`src/rtl/spd_pkg.sv`:
```
package spd_pkg;

    localparam int SAMPLE_BITS = 32;
    localparam int STEP_BITS   = 32;
    localparam int RATIO_BITS  = 32;
    localparam int WIN_LEN     = 11;
    localparam int HIST_LEN    = 3;
    localparam int COEF_W      = 12;
    localparam int ACC_W       = SAMPLE_BITS + COEF_W;
    localparam int TAP_W       = $clog2(WIN_LEN);
    localparam int FILL_W      = $clog2(WIN_LEN + 1);
    localparam int CNT_W       = $clog2(HIST_LEN + 1);
    localparam int DIV_STEPS   = RATIO_BITS;
    localparam int DIV_CNT_W   = $clog2(DIV_STEPS);

    localparam logic [FILL_W-1:0] FILL_FULL = FILL_W'(WIN_LEN);
    localparam logic [CNT_W-1:0]  CNT_FULL  = CNT_W'(HIST_LEN);
    localparam logic [TAP_W-1:0]  TAP_LAST  = TAP_W'(WIN_LEN - 1);

    typedef enum logic [1:0] {
        REG_ENABLE     = 2'd0,
        REG_RATIO_REAL = 2'd1,
        REG_RATIO_DISC = 2'd2
    } t_reg_idx;

    typedef enum logic [2:0] {
        S_IDLE,
        S_MAC,
        S_UPD,
        S_CHK,
        S_DIV,
        S_OUT
    } t_state;

    typedef struct packed {
        logic signed [SAMPLE_BITS-1:0] velocity;
        logic [STEP_BITS-1:0]          time_step;
    } t_in;

    typedef struct packed {
        logic                  valid_res;
        logic [STEP_BITS-1:0]  period;
        logic [RATIO_BITS-1:0] strouhal_real;
        logic [RATIO_BITS-1:0] strouhal_discrete;
        logic                  rising;
    } t_out;

    typedef struct packed {
        logic shift;
        logic step;
    } t_mac_ctl;

    // smooth differentiator weights, oldest tap first
    function automatic logic signed [COEF_W-1:0] tap_coef(input logic [TAP_W-1:0] idx);
        logic signed [COEF_W-1:0] c;
        c = '0;
        case (idx)
            4'd0:    c = COEF_W'(11);
            4'd1:    c = COEF_W'(32);
            4'd2:    c = -COEF_W'(39);
            4'd3:    c = -COEF_W'(256);
            4'd4:    c = -COEF_W'(322);
            4'd6:    c = COEF_W'(322);
            4'd7:    c = COEF_W'(256);
            4'd8:    c = COEF_W'(39);
            4'd9:    c = -COEF_W'(32);
            4'd10:   c = -COEF_W'(11);
            default: c = '0;
        endcase
        return c;
    endfunction

endpackage

```
`src/rtl/spd_window_mac.sv`:
```
module spd_window_mac
    import spd_pkg::*;
(
    input  logic                          i_clk,
    input  logic                          i_rst_n,
    input  t_mac_ctl                      i_ctl,
    input  logic signed [SAMPLE_BITS-1:0] i_sample,
    output logic signed [ACC_W-1:0]       o_acc,
    output logic                          o_last
);

    logic signed [SAMPLE_BITS-1:0] r_win [WIN_LEN];
    logic [TAP_W-1:0]              r_k;
    logic signed [ACC_W-1:0]       r_acc;
    logic signed [ACC_W-1:0]       prod;

    assign prod   = ACC_W'(r_win[r_k]) * ACC_W'(tap_coef(r_k));
    assign o_acc  = r_acc;
    assign o_last = (r_k == TAP_LAST);

    always_ff @(posedge i_clk) begin
        if (i_ctl.shift) begin
            for (int i = 0; i < WIN_LEN - 1; i++) begin
                r_win[i] <= r_win[i+1];
            end
            r_win[WIN_LEN-1] <= i_sample;
        end
    end

    always_ff @(posedge i_clk) begin
        if (!i_rst_n) begin
            r_k <= '0;
        end else if (i_ctl.shift) begin
            r_k <= '0;
        end else if (i_ctl.step && !o_last) begin
            r_k <= r_k + TAP_W'(1);
        end
    end

    always_ff @(posedge i_clk) begin
        if (i_ctl.shift) begin
            r_acc <= '0;
        end else if (i_ctl.step) begin
            r_acc <= r_acc + prod;
        end
    end

endmodule

```
`src/rtl/spd_divider.sv`:
```
module spd_divider
    import spd_pkg::*;
(
    input  logic                  i_clk,
    input  logic                  i_rst_n,
    input  logic                  i_start,
    input  logic [STEP_BITS-1:0]  i_divisor,
    input  logic [RATIO_BITS-1:0] i_dvd_a,
    input  logic [RATIO_BITS-1:0] i_dvd_b,
    output logic                  o_done,
    output logic [RATIO_BITS-1:0] o_quo_a,
    output logic [RATIO_BITS-1:0] o_quo_b
);

    logic                  r_busy;
    logic                  r_done;
    logic [DIV_CNT_W-1:0]  r_cnt;
    logic [RATIO_BITS:0]   r_div;
    logic [RATIO_BITS:0]   r_rem [2];
    logic [RATIO_BITS-1:0] r_quo [2];
    logic [RATIO_BITS:0]   n_rem [2];
    logic [RATIO_BITS-1:0] n_quo [2];
    logic [RATIO_BITS:0]   rem_sh [2];

    // restoring division, one quotient bit per lane per cycle, shared divisor
    always_comb begin
        for (int l = 0; l < 2; l++) begin
            rem_sh[l] = {r_rem[l][RATIO_BITS-1:0], r_quo[l][RATIO_BITS-1]};
            if (rem_sh[l] >= r_div) begin
                n_rem[l] = rem_sh[l] - r_div;
                n_quo[l] = {r_quo[l][RATIO_BITS-2:0], 1'b1};
            end else begin
                n_rem[l] = rem_sh[l];
                n_quo[l] = {r_quo[l][RATIO_BITS-2:0], 1'b0};
            end
        end
    end

    always_ff @(posedge i_clk) begin
        if (!i_rst_n) begin
            r_busy <= 1'b0;
            r_done <= 1'b0;
            r_cnt  <= '0;
        end else if (i_start) begin
            r_busy <= 1'b1;
            r_done <= 1'b0;
            r_cnt  <= '0;
        end else if (r_busy) begin
            r_cnt <= r_cnt + DIV_CNT_W'(1);
            if (r_cnt == DIV_CNT_W'(DIV_STEPS - 1)) begin
                r_busy <= 1'b0;
                r_done <= 1'b1;
            end
        end
    end

    always_ff @(posedge i_clk) begin
        if (i_start) begin
            r_div    <= (RATIO_BITS + 1)'(i_divisor);
            r_rem[0] <= '0;
            r_rem[1] <= '0;
            r_quo[0] <= i_dvd_a;
            r_quo[1] <= i_dvd_b;
        end else if (r_busy) begin
            r_rem <= n_rem;
            r_quo <= n_quo;
        end
    end

    assign o_done  = r_done;
    assign o_quo_a = r_quo[0];
    assign o_quo_b = r_quo[1];

endmodule

```
`src/rtl/shedding_period_detector_unit.sv`:
```
// path: IDLE to OUT when disabled, IDLE to CHK to OUT while the window fills,
// IDLE, MAC, UPD, CHK, OUT when the window is full and the crossing history is not,
// and DIV before OUT once the history is full (shared tap multiply-accumulate, 32-step divider)
// throughput: one item at a time, next input taken in the cycle after the result transfer
// reset: synchronous active-low, clears fill and crossing counts, slope flag and registers
module shedding_period_detector_unit
    import spd_pkg::*;
(
    input  logic                  i_clk,
    input  logic                  i_rst_n,
    input  logic                  i_in_valid,
    output logic                  o_in_ready,
    input  t_in                   i_in_data,
    output logic                  o_out_valid,
    input  logic                  i_out_ready,
    output t_out                  o_out_data,
    input  logic                  i_cfg_valid,
    output logic                  o_cfg_ready,
    input  logic [1:0]            i_cfg_index,
    input  logic [RATIO_BITS-1:0] i_cfg_data
);

    t_state                r_state;
    t_state                n_state;
    logic                  r_enable;
    logic [RATIO_BITS-1:0] r_ratio_real;
    logic [RATIO_BITS-1:0] r_ratio_disc;
    logic [FILL_W-1:0]     r_fill;
    logic [CNT_W-1:0]      r_cnt;
    logic                  r_rising;
    logic [STEP_BITS-1:0]  r_ts;
    logic [STEP_BITS-1:0]  r_hist [HIST_LEN];
    logic [STEP_BITS-1:0]  r_period;
    t_out                  r_out;

    t_mac_ctl                mac_ctl;
    logic signed [ACC_W-1:0] mac_acc;
    logic                    mac_last;
    logic                    div_start;
    logic                    div_done;
    logic [RATIO_BITS-1:0]   quo_a;
    logic [RATIO_BITS-1:0]   quo_b;
    logic                    in_xfer;
    logic                    up;
    logic [STEP_BITS-1:0]    period;

    assign in_xfer = i_in_valid && o_in_ready;
    assign up      = (mac_acc != '0) && !mac_acc[ACC_W-1];
    assign period  = r_hist[HIST_LEN-1] - r_hist[0];

    spd_window_mac u_mac (
        .i_clk    (i_clk),
        .i_rst_n  (i_rst_n),
        .i_ctl    (mac_ctl),
        .i_sample (i_in_data.velocity),
        .o_acc    (mac_acc),
        .o_last   (mac_last)
    );

    spd_divider u_div (
        .i_clk     (i_clk),
        .i_rst_n   (i_rst_n),
        .i_start   (div_start),
        .i_divisor (period),
        .i_dvd_a   (r_ratio_real),
        .i_dvd_b   (r_ratio_disc),
        .o_done    (div_done),
        .o_quo_a   (quo_a),
        .o_quo_b   (quo_b)
    );

    always_comb begin
        n_state = r_state;
        unique case (r_state)
            S_IDLE: begin
                if (i_in_valid) begin
                    if (!r_enable) begin
                        n_state = S_OUT;
                    end else if (r_fill != FILL_FULL) begin
                        n_state = S_CHK;
                    end else begin
                        n_state = S_MAC;
                    end
                end
            end
            S_MAC: begin
                if (mac_last) begin
                    n_state = S_UPD;
                end
            end
            S_UPD: n_state = S_CHK;
            S_CHK: begin
                n_state = (r_cnt == CNT_FULL) ? S_DIV : S_OUT;
            end
            S_DIV: begin
                if (div_done) begin
                    n_state = S_OUT;
                end
            end
            S_OUT: begin
                if (i_out_ready) begin
                    n_state = S_IDLE;
                end
            end
            default: n_state = S_IDLE;
        endcase
    end

    always_comb begin
        o_in_ready    = 1'b0;
        o_out_valid   = 1'b0;
        mac_ctl.shift = 1'b0;
        mac_ctl.step  = 1'b0;
        div_start     = 1'b0;
        unique case (r_state)
            S_IDLE: begin
                o_in_ready    = 1'b1;
                mac_ctl.shift = i_in_valid && r_enable;
            end
            S_MAC: mac_ctl.step = 1'b1;
            S_CHK: div_start = (r_cnt == CNT_FULL);
            S_OUT: o_out_valid = 1'b1;
            default: ;
        endcase
    end

    always_ff @(posedge i_clk) begin
        if (!i_rst_n) begin
            r_state <= S_IDLE;
        end else begin
            r_state <= n_state;
        end
    end

    assign o_cfg_ready = 1'b1;

    always_ff @(posedge i_clk) begin
        if (!i_rst_n) begin
            r_enable     <= 1'b0;
            r_ratio_real <= '0;
            r_ratio_disc <= '0;
        end else if (i_cfg_valid) begin
            unique case (i_cfg_index)
                REG_ENABLE:     r_enable     <= i_cfg_data[0];
                REG_RATIO_REAL: r_ratio_real <= i_cfg_data;
                REG_RATIO_DISC: r_ratio_disc <= i_cfg_data;
                default: ;
            endcase
        end
    end

    always_ff @(posedge i_clk) begin
        if (!i_rst_n) begin
            r_fill   <= '0;
            r_cnt    <= '0;
            r_rising <= 1'b0;
        end else begin
            if (in_xfer && r_enable && r_fill != FILL_FULL) begin
                r_fill <= r_fill + FILL_W'(1);
            end
            if (r_state == S_UPD && up != r_rising) begin
                r_rising <= up;
                if (r_cnt != CNT_FULL) begin
                    r_cnt <= r_cnt + CNT_W'(1);
                end
            end
        end
    end

    // crossing history shifts toward the oldest entry
    always_ff @(posedge i_clk) begin
        if (in_xfer) begin
            r_ts <= i_in_data.time_step;
        end
        if (r_state == S_UPD && up != r_rising) begin
            for (int i = 0; i < HIST_LEN - 1; i++) begin
                r_hist[i] <= r_hist[i+1];
            end
            r_hist[HIST_LEN-1] <= r_ts;
        end
        if (div_start) begin
            r_period <= period;
        end
    end

    always_ff @(posedge i_clk) begin
        if (r_state == S_IDLE && in_xfer && !r_enable) begin
            r_out <= '{valid_res: 1'b0, period: '0, strouhal_real: '0,
                       strouhal_discrete: '0, rising: r_rising};
        end else if (r_state == S_CHK && r_cnt != CNT_FULL) begin
            r_out <= '{valid_res: 1'b0, period: '0, strouhal_real: '0,
                       strouhal_discrete: '0, rising: r_rising};
        end else if (r_state == S_DIV && div_done) begin
            r_out <= '{valid_res: 1'b1, period: r_period, strouhal_real: quo_a,
                       strouhal_discrete: quo_b, rising: r_rising};
        end
    end

    assign o_out_data = r_out;

`ifndef NO_ASSERTIONS
    a_no_input_while_result: assert property (@(posedge i_clk) disable iff (!i_rst_n)
        o_out_valid |-> !o_in_ready)
        else $error("input taken while a result is pending");

    a_valid_needs_full_history: assert property (@(posedge i_clk) disable iff (!i_rst_n)
        (o_out_valid && o_out_data.valid_res) |-> (r_cnt == CNT_FULL))
        else $error("valid result without full crossing history");

    a_disabled_goes_out: assert property (@(posedge i_clk) disable iff (!i_rst_n)
        (in_xfer && !r_enable) |=> (r_state == S_OUT))
        else $error("disabled item did not go straight to result");

    a_fill_only_on_transfer: assert property (@(posedge i_clk) disable iff (!i_rst_n)
        (r_state != S_IDLE) |=> (r_fill == $past(r_fill)))
        else $error("window fill changed outside an input transfer");

    a_div_only_when_full: assert property (@(posedge i_clk) disable iff (!i_rst_n)
        div_start |-> (r_enable && r_fill == FILL_FULL))
        else $error("divider started before window filled");
`endif

endmodule

```
`config.mk`:
```
export PLATFORM = sky130hd
export DESIGN_NAME = shedding_period_detector_unit
export DESIGN_NICKNAME = d
export VERILOG_FILES = /design/src/rtl/spd_pkg.sv /design/src/rtl/spd_window_mac.sv /design/src/rtl/spd_divider.sv /design/src/rtl/shedding_period_detector_unit.sv
export SDC_FILE = /design/constraint.sdc
export NUM_CORES = 2
export LEC_CHECK = 0
export BUFFER_PORTS_ARGS = -buffer_cell sky130_fd_sc_hd__buf_4
export CAP_MARGIN = 40
export CORE_UTILIZATION = 42
export CTS_BUF_LIST = sky130_fd_sc_hd__clkbuf_8
export DETAILED_ROUTE_END_ITERATION = 8
export SLEW_MARGIN = 20
export SYNTH_ARGS = -nofsm -noshare
export SYNTH_HDL_FRONTEND = slang
export SYNTH_SLANG_ARGS = --single-unit
```
`constraint.sdc`:
```
create_clock -name i_clk -period 19 [get_ports i_clk]
set_input_delay 1.9 -clock i_clk [delete_from_list [all_inputs] [get_ports i_clk]]
set_output_delay 1.9 -clock i_clk [all_outputs]
set_load 0.05 [all_outputs]
```
; Word-level counts from Yosys, hierarchy flattened
; Memory sizes are Yosys's and may differ from the RTL's. A register that Yosys moved wholly into a read port is not among the register bits.
; Cells that the tools add are included.
[word_totals]
mem_bits_rw = 448
romBits = 192
reg_bits = 420
output_inout_bits = 101
mem_count = 3
word_cells = 116
inputBits = 103
[classes]
n_reduce_logical = 28
n_mux = 33
bitwise_logic = 1
n_addsub = 8
mul = 1
eq_ne = 17
magnitude_cmp = 2
[memory_table]
columns = name, depth, word_bits, read_ports, rd_ports_with_merged_regs, wr, line_no
row1 = u_mac.r_win, 11, 32, 11, 1, 11, spd_window_mac.sv:12  ; logic signed [SAMPLE_BITS-1:0] r_win [WIN_LEN];
row2 = (name not given), 16, 12, 1, 1, 0, spd_pkg.sv:57  ; case (idx)
row3 = r_hist, 3, 32, 3, 0, 3, shedding_period_detector_unit.sv:32  ; logic [STEP_BITS-1:0] r_hist [HIST_LEN];
[op_table]
columns = cell, count
row1 = $mux W64, 2
row2 = $sub A32 B32 Y32, 3
row3 = $ge A33 B32 Y1, 2
row4 = $mux W32, 2
row5 = $add A44 B44 Y44, 1
row6 = $mul A32 B12 Y44, 1
row7 = $reduce_bool A44 Y1, 1
row8 = $mux W1, 18
row9 = $pmux W3 S6, 1
row10 = $mux W4, 4
row11 = $mux W3, 5
row12 = $logic_and A1 B1 Y1, 11
row13 = $reduce_and A2 Y1, 5
row14 = $add A4 B1 Y4 const B, 2
row15 = $eq A3 B2 Y1 const B, 2
row16 = $eq A3 B3 Y1 const B, 2
row17 = $ne A2 B2 Y1 const B, 3
row18 = $reduce_or A2 Y1, 3
row19 = $add A5 B1 Y5 const B, 1
row20 = $eq A5 B5 Y1 const B, 1
row21 = $eq A2 B2 Y1 const B, 2
row22 = $eq A4 B4 Y1 const B, 1
row23 = $ne A2 B1 Y1 const B, 2
row24 = $ne A4 B4 Y1 const B, 1
row25 = other kinds (12), 14

; Depth between registers and ports, before layout
[logic_depth]
depth_word = 6
ltp_mapped = 33

; Cells and area by module
; From an unflattened synthesis, not the netlist that was laid out.
[unflattened]
hier_cells = 4560
area_unflattened_um2 = 52970.8
[by_module_without_submodules]
columns = module, n_inst, area_per_inst_um2, cells_per_inst
row1 = spd_window_mac, 1, 29505.8, 2272
row2 = shedding_period_detector_unit, 1, 13182.6, 1252
row3 = spd_divider, 1, 10282.4, 1036

; Worst setup path after synthesis
; OpenSTA, ideal clock, no wires.
[synth_timing]
path_kind = input to register
from = in i_in_valid
to = mem u_mac.r_win[0][0] (enable)
slack_ns = 5.353
stages = 4
t_arrival_ns = 12.793
required_time_ns = 18.147
setup_ns = 0.853
cell_sequence = and2_1 > nand2_1 > clkinv_1 > clkbuf_1
[synth_rtl]
columns = element, line_no
row1 = start: declaration, shedding_period_detector_unit.sv:11  ; input logic i_in_valid,
row2 = end: declaration, spd_window_mac.sv:12

==> impl_metrics.csv <==
group,metric,value,unit
synthesis,synth_top_family_by_area,"adder cells",
hold_path,hold_end,"r_hist[0][31]",
critical_path,critical_path_class,"reg -> reg",
clock_network,cts_buffer_depth,3,
synthesis,synthDistinctLibCells,90,
detailed_routing,routed_wirelength,120000,µm
final_layout,multiInputGateArea,0.0252,mm²
synthesis,yosys.area_share.simple,0.121,
flow_run,cap_violations,0,
synthesis,synth_xor_area_frac,0.0252,
sta,rsz0062_at_grt,"false",
detailed_routing,wire_per_inst,18.4,µm
global_routing,grt_pass1_vias,34600,
floorplanning,core_area,0.120,mm²
sta,tns,0,ns
clock_network,numCtsBuffers,153,
global_routing,grt_util_all_layers,0.200,
floorplanning,rows,127,
final_layout,area_growth,12.6,%
sta,min_period,8.88,ns
placed_design,preCtsSetupSlack,10.00,ns
synthesis,synth_edf_count,577,
critical_path,critPathLaunchType,"register",
global_routing,antenna_found_initial,4,
clock_network,hold_buffers,0,
run_status,status,"finished, final reports clean",
sta,fin_crit_sh,0.467,
clock_network,clock_latency,0.88,ns
synthesis,synth_ff_type,"edfxtp_1",
detailed_routing,vias,33800,
hold_path,worstHoldPathCells,0,
floorplanning,die_area,0.123,mm²
synthesis,yosysWarnings,0,
placed_design,place_inst,6242,
synthesis,netlist.area_leader.share,0.339,
detailed_routing,final_antenna_net_count,0,
final_layout,regArea,0.0235,mm²
clock_network,post_cts_resized,0,
sta,fin_ws,10.12,ns
critical_path,cp_data_required_time,19.76,ns
final_layout,drive_above_1_share,0.129,
synthesis,syn_area,0.0510,mm²
sta,clock_skew,0.0593,ns
sta,relSlewSlack,0.281,
clock_network,cts_root_buf,"clkbuf_8",
synthesis,seq_area_frac_synth,0.459,
sta,worst_pin_slew,1.08,ns
synthesis,synthesis.nets,5291,
clock_network,clkTransAtPathRegs,0.06,ns
floorplanning,die_y,351,µm
critical_path,r2r-end,"u_mac.o_acc[43]",
final_layout,final_cells,6536,
global_routing,grt_max_degree,192,
synthesis,synth-seq-cells,882,
global_routing,gr-total-overflow,0,
detailed_routing,dr.pass1.iters,5,
placed_design,portBuffers,202,
synthesis,synth_area_per_cell,11.1,µm²
clock_network,cts_setup_buffers,0,
critical_path,cp-end-kind,"register",
placed_design,gp_congestion,0.852,
sta,fmax,113,MHz
critical_path,crit_path_max_fanout,41,
critical_path,rrSetupSlack,10.12,ns
placed_design,hpwl,83800,µm
synthesis,synth-compound-area-share,0.0967,
sta,slew_viol_final,0,
sta,hold_violations,0,
clock_network,cts_tree,"done",
synthesis,synth_cells,4607,
hold_path,min_from,"r_hist[0][63]",
synthesis,async_flop_share,0,
synthesis,synth_area_leaders,"edfxtp_1 34%, fa_1 14%, dfxtp_1 12%",
floorplanning,start_util,0.424,
floorplanning,io_pins,204,
final_layout,final_nets,5475,
hold_path,hold_path_class,"reg -> reg",
clock_network,clkSinkCount,882,
sta,whs,0.407,ns
global_routing,grt_pass1_wl,193000,µm
detailed_routing,drcViolationCount,0,
clock_network,htreeDepth,4,
synthesis,synthAdderAreaFrac,0.197,
sta,setup_viol,0,
synthesis,synth_top_cell_by_area,"edfxtp_1",
critical_path,worstPathArrival,9.64,ns
final_layout,fillerInstances,11000,
detailed_routing,drt_iter0_drc,2392,
detailed_routing,vias_per_cell,5.18,
floorplanning,die_w,351,µm
synthesis,synthMuxAreaShare,0.0521,
critical_path,worstRegToRegCells,24,
worst max-delay path, cell delays in order, from the launching register on:
cell and delay, ns:
dfxtp_4 0.55, buf_4 0.64, buf_4 0.67, mux4_2 0.58
mux4_2 0.60, and2_1 0.23, fa_1 0.53, inv_1 0.05
fa_1 0.47, inv_1 0.05, fa_1 0.47, fa_1 0.56
fa_1 0.41, ha_1 0.29, ha_1 0.39, a21o_1 0.24
a21oi_1 0.16, o21bai_1 0.10, a311o_1 0.39, a221o_1 0.31
a21oi_1 0.20, o21a_2 0.22, o21ai_1 0.09, a2111o_1 0.43
o211ai_2 0.07
kinds of logic after synthesis:
logic type,after synthesis
and+or+nand+nor,1413
DFF,882
AOI/OAI and AO/OA,798
buffers and inverters,632
adders and majority gates,583
muxes,151
xor gates and xnor gates,147
other,1
area by class of cell:
cell class	count	share of cell area
diodes	6	0.000261
clock buffers	173	0.0414
clock inverters	109	0.0111
inverters	403	0.0265
multi-input cells	3093	0.438
flip-flops and latches	882	0.408
well taps	1612	0.0351
repair buffers	258	0.0391
metrics by stage:
stage / utilization / area, µm²
after floorplan: - / 51000
after global routing: 0.478 / 57500
after global placement: 0.449 / 54000
final: 0.478 / 57500
after detailed placement: 0.451 / 54300
after CTS: 0.476 / 57300
registers in the layout, summed over array words and instances (netlist names), 44 cells and up, named ones only:
signal	count
u_mac.r_win	352
u_mac.o_acc	44
r_hist	96
o_out_data	98
u_div.r_rem	64
Yosys cell counts (9+ instances only):
cell type	instances
a211oi_1	12
a21boi_0	71
a21o_1	55
a21oi_1	334
a31oi_1	15
a32oi_1	13
and2_1	103
and3_1	16
buf_1	13
buf_2	16
clkbuf_1	185
dfxtp_1	305
edfxtp_1	577
fa_1	368
ha_1	213
inv_1	401
mux2_2	26
mux2i_1	36
mux4_2	89
nand2_1	894
nand2b_1	49
nand3_1	43
nand4_1	30
nor2_1	151
nor2b_1	34
nor3_1	31
nor4_1	15
o21a_1	19
o21ai_0	153
o21ai_1	12
o21bai_1	23
o31a_1	9
or3_1	11
xnor2_1	94
xor2_1	53
cell usage in the layout (no fill, tap or decap), types with 94 or more instances in the layout:
cell,instances
a21oi_1,334
and2_1,102
buf_4,240
clkbuf_8,173
dfxtp_1,294
edfxtp_1,577
fa_1,368
ha_1,213
inv_1,453
nand2_1,894
nor2_1,147
o21ai_0,152
xnor2_1,94
worst max-delay path by stage:
stage	from	endpoint
floorplan	i_in_valid	u_mac.r_win[0][0]
global placement	register	u_mac.o_acc[38]
detailed placement	register	u_mac.o_acc[38]
CTS	register	u_mac.o_acc[43]
global route	register	u_mac.o_acc[38]
finish	register	u_mac.o_acc[43]
routing by layer:
layer / global-route usage / part of all wire / vias to the layer above
met5: 0 / 0 / -
met4: 0.0747 / 0.032 / 0
met3: 0.0393 / 0.049 / 218
met2: 0.311 / 0.46 / 727
met1: 0.276 / 0.46 / 16800
li1: - / - / 16100
Power is not shown: default switching activity piles up to over one toggle a cycle in this logic, so the estimate is an artifact.
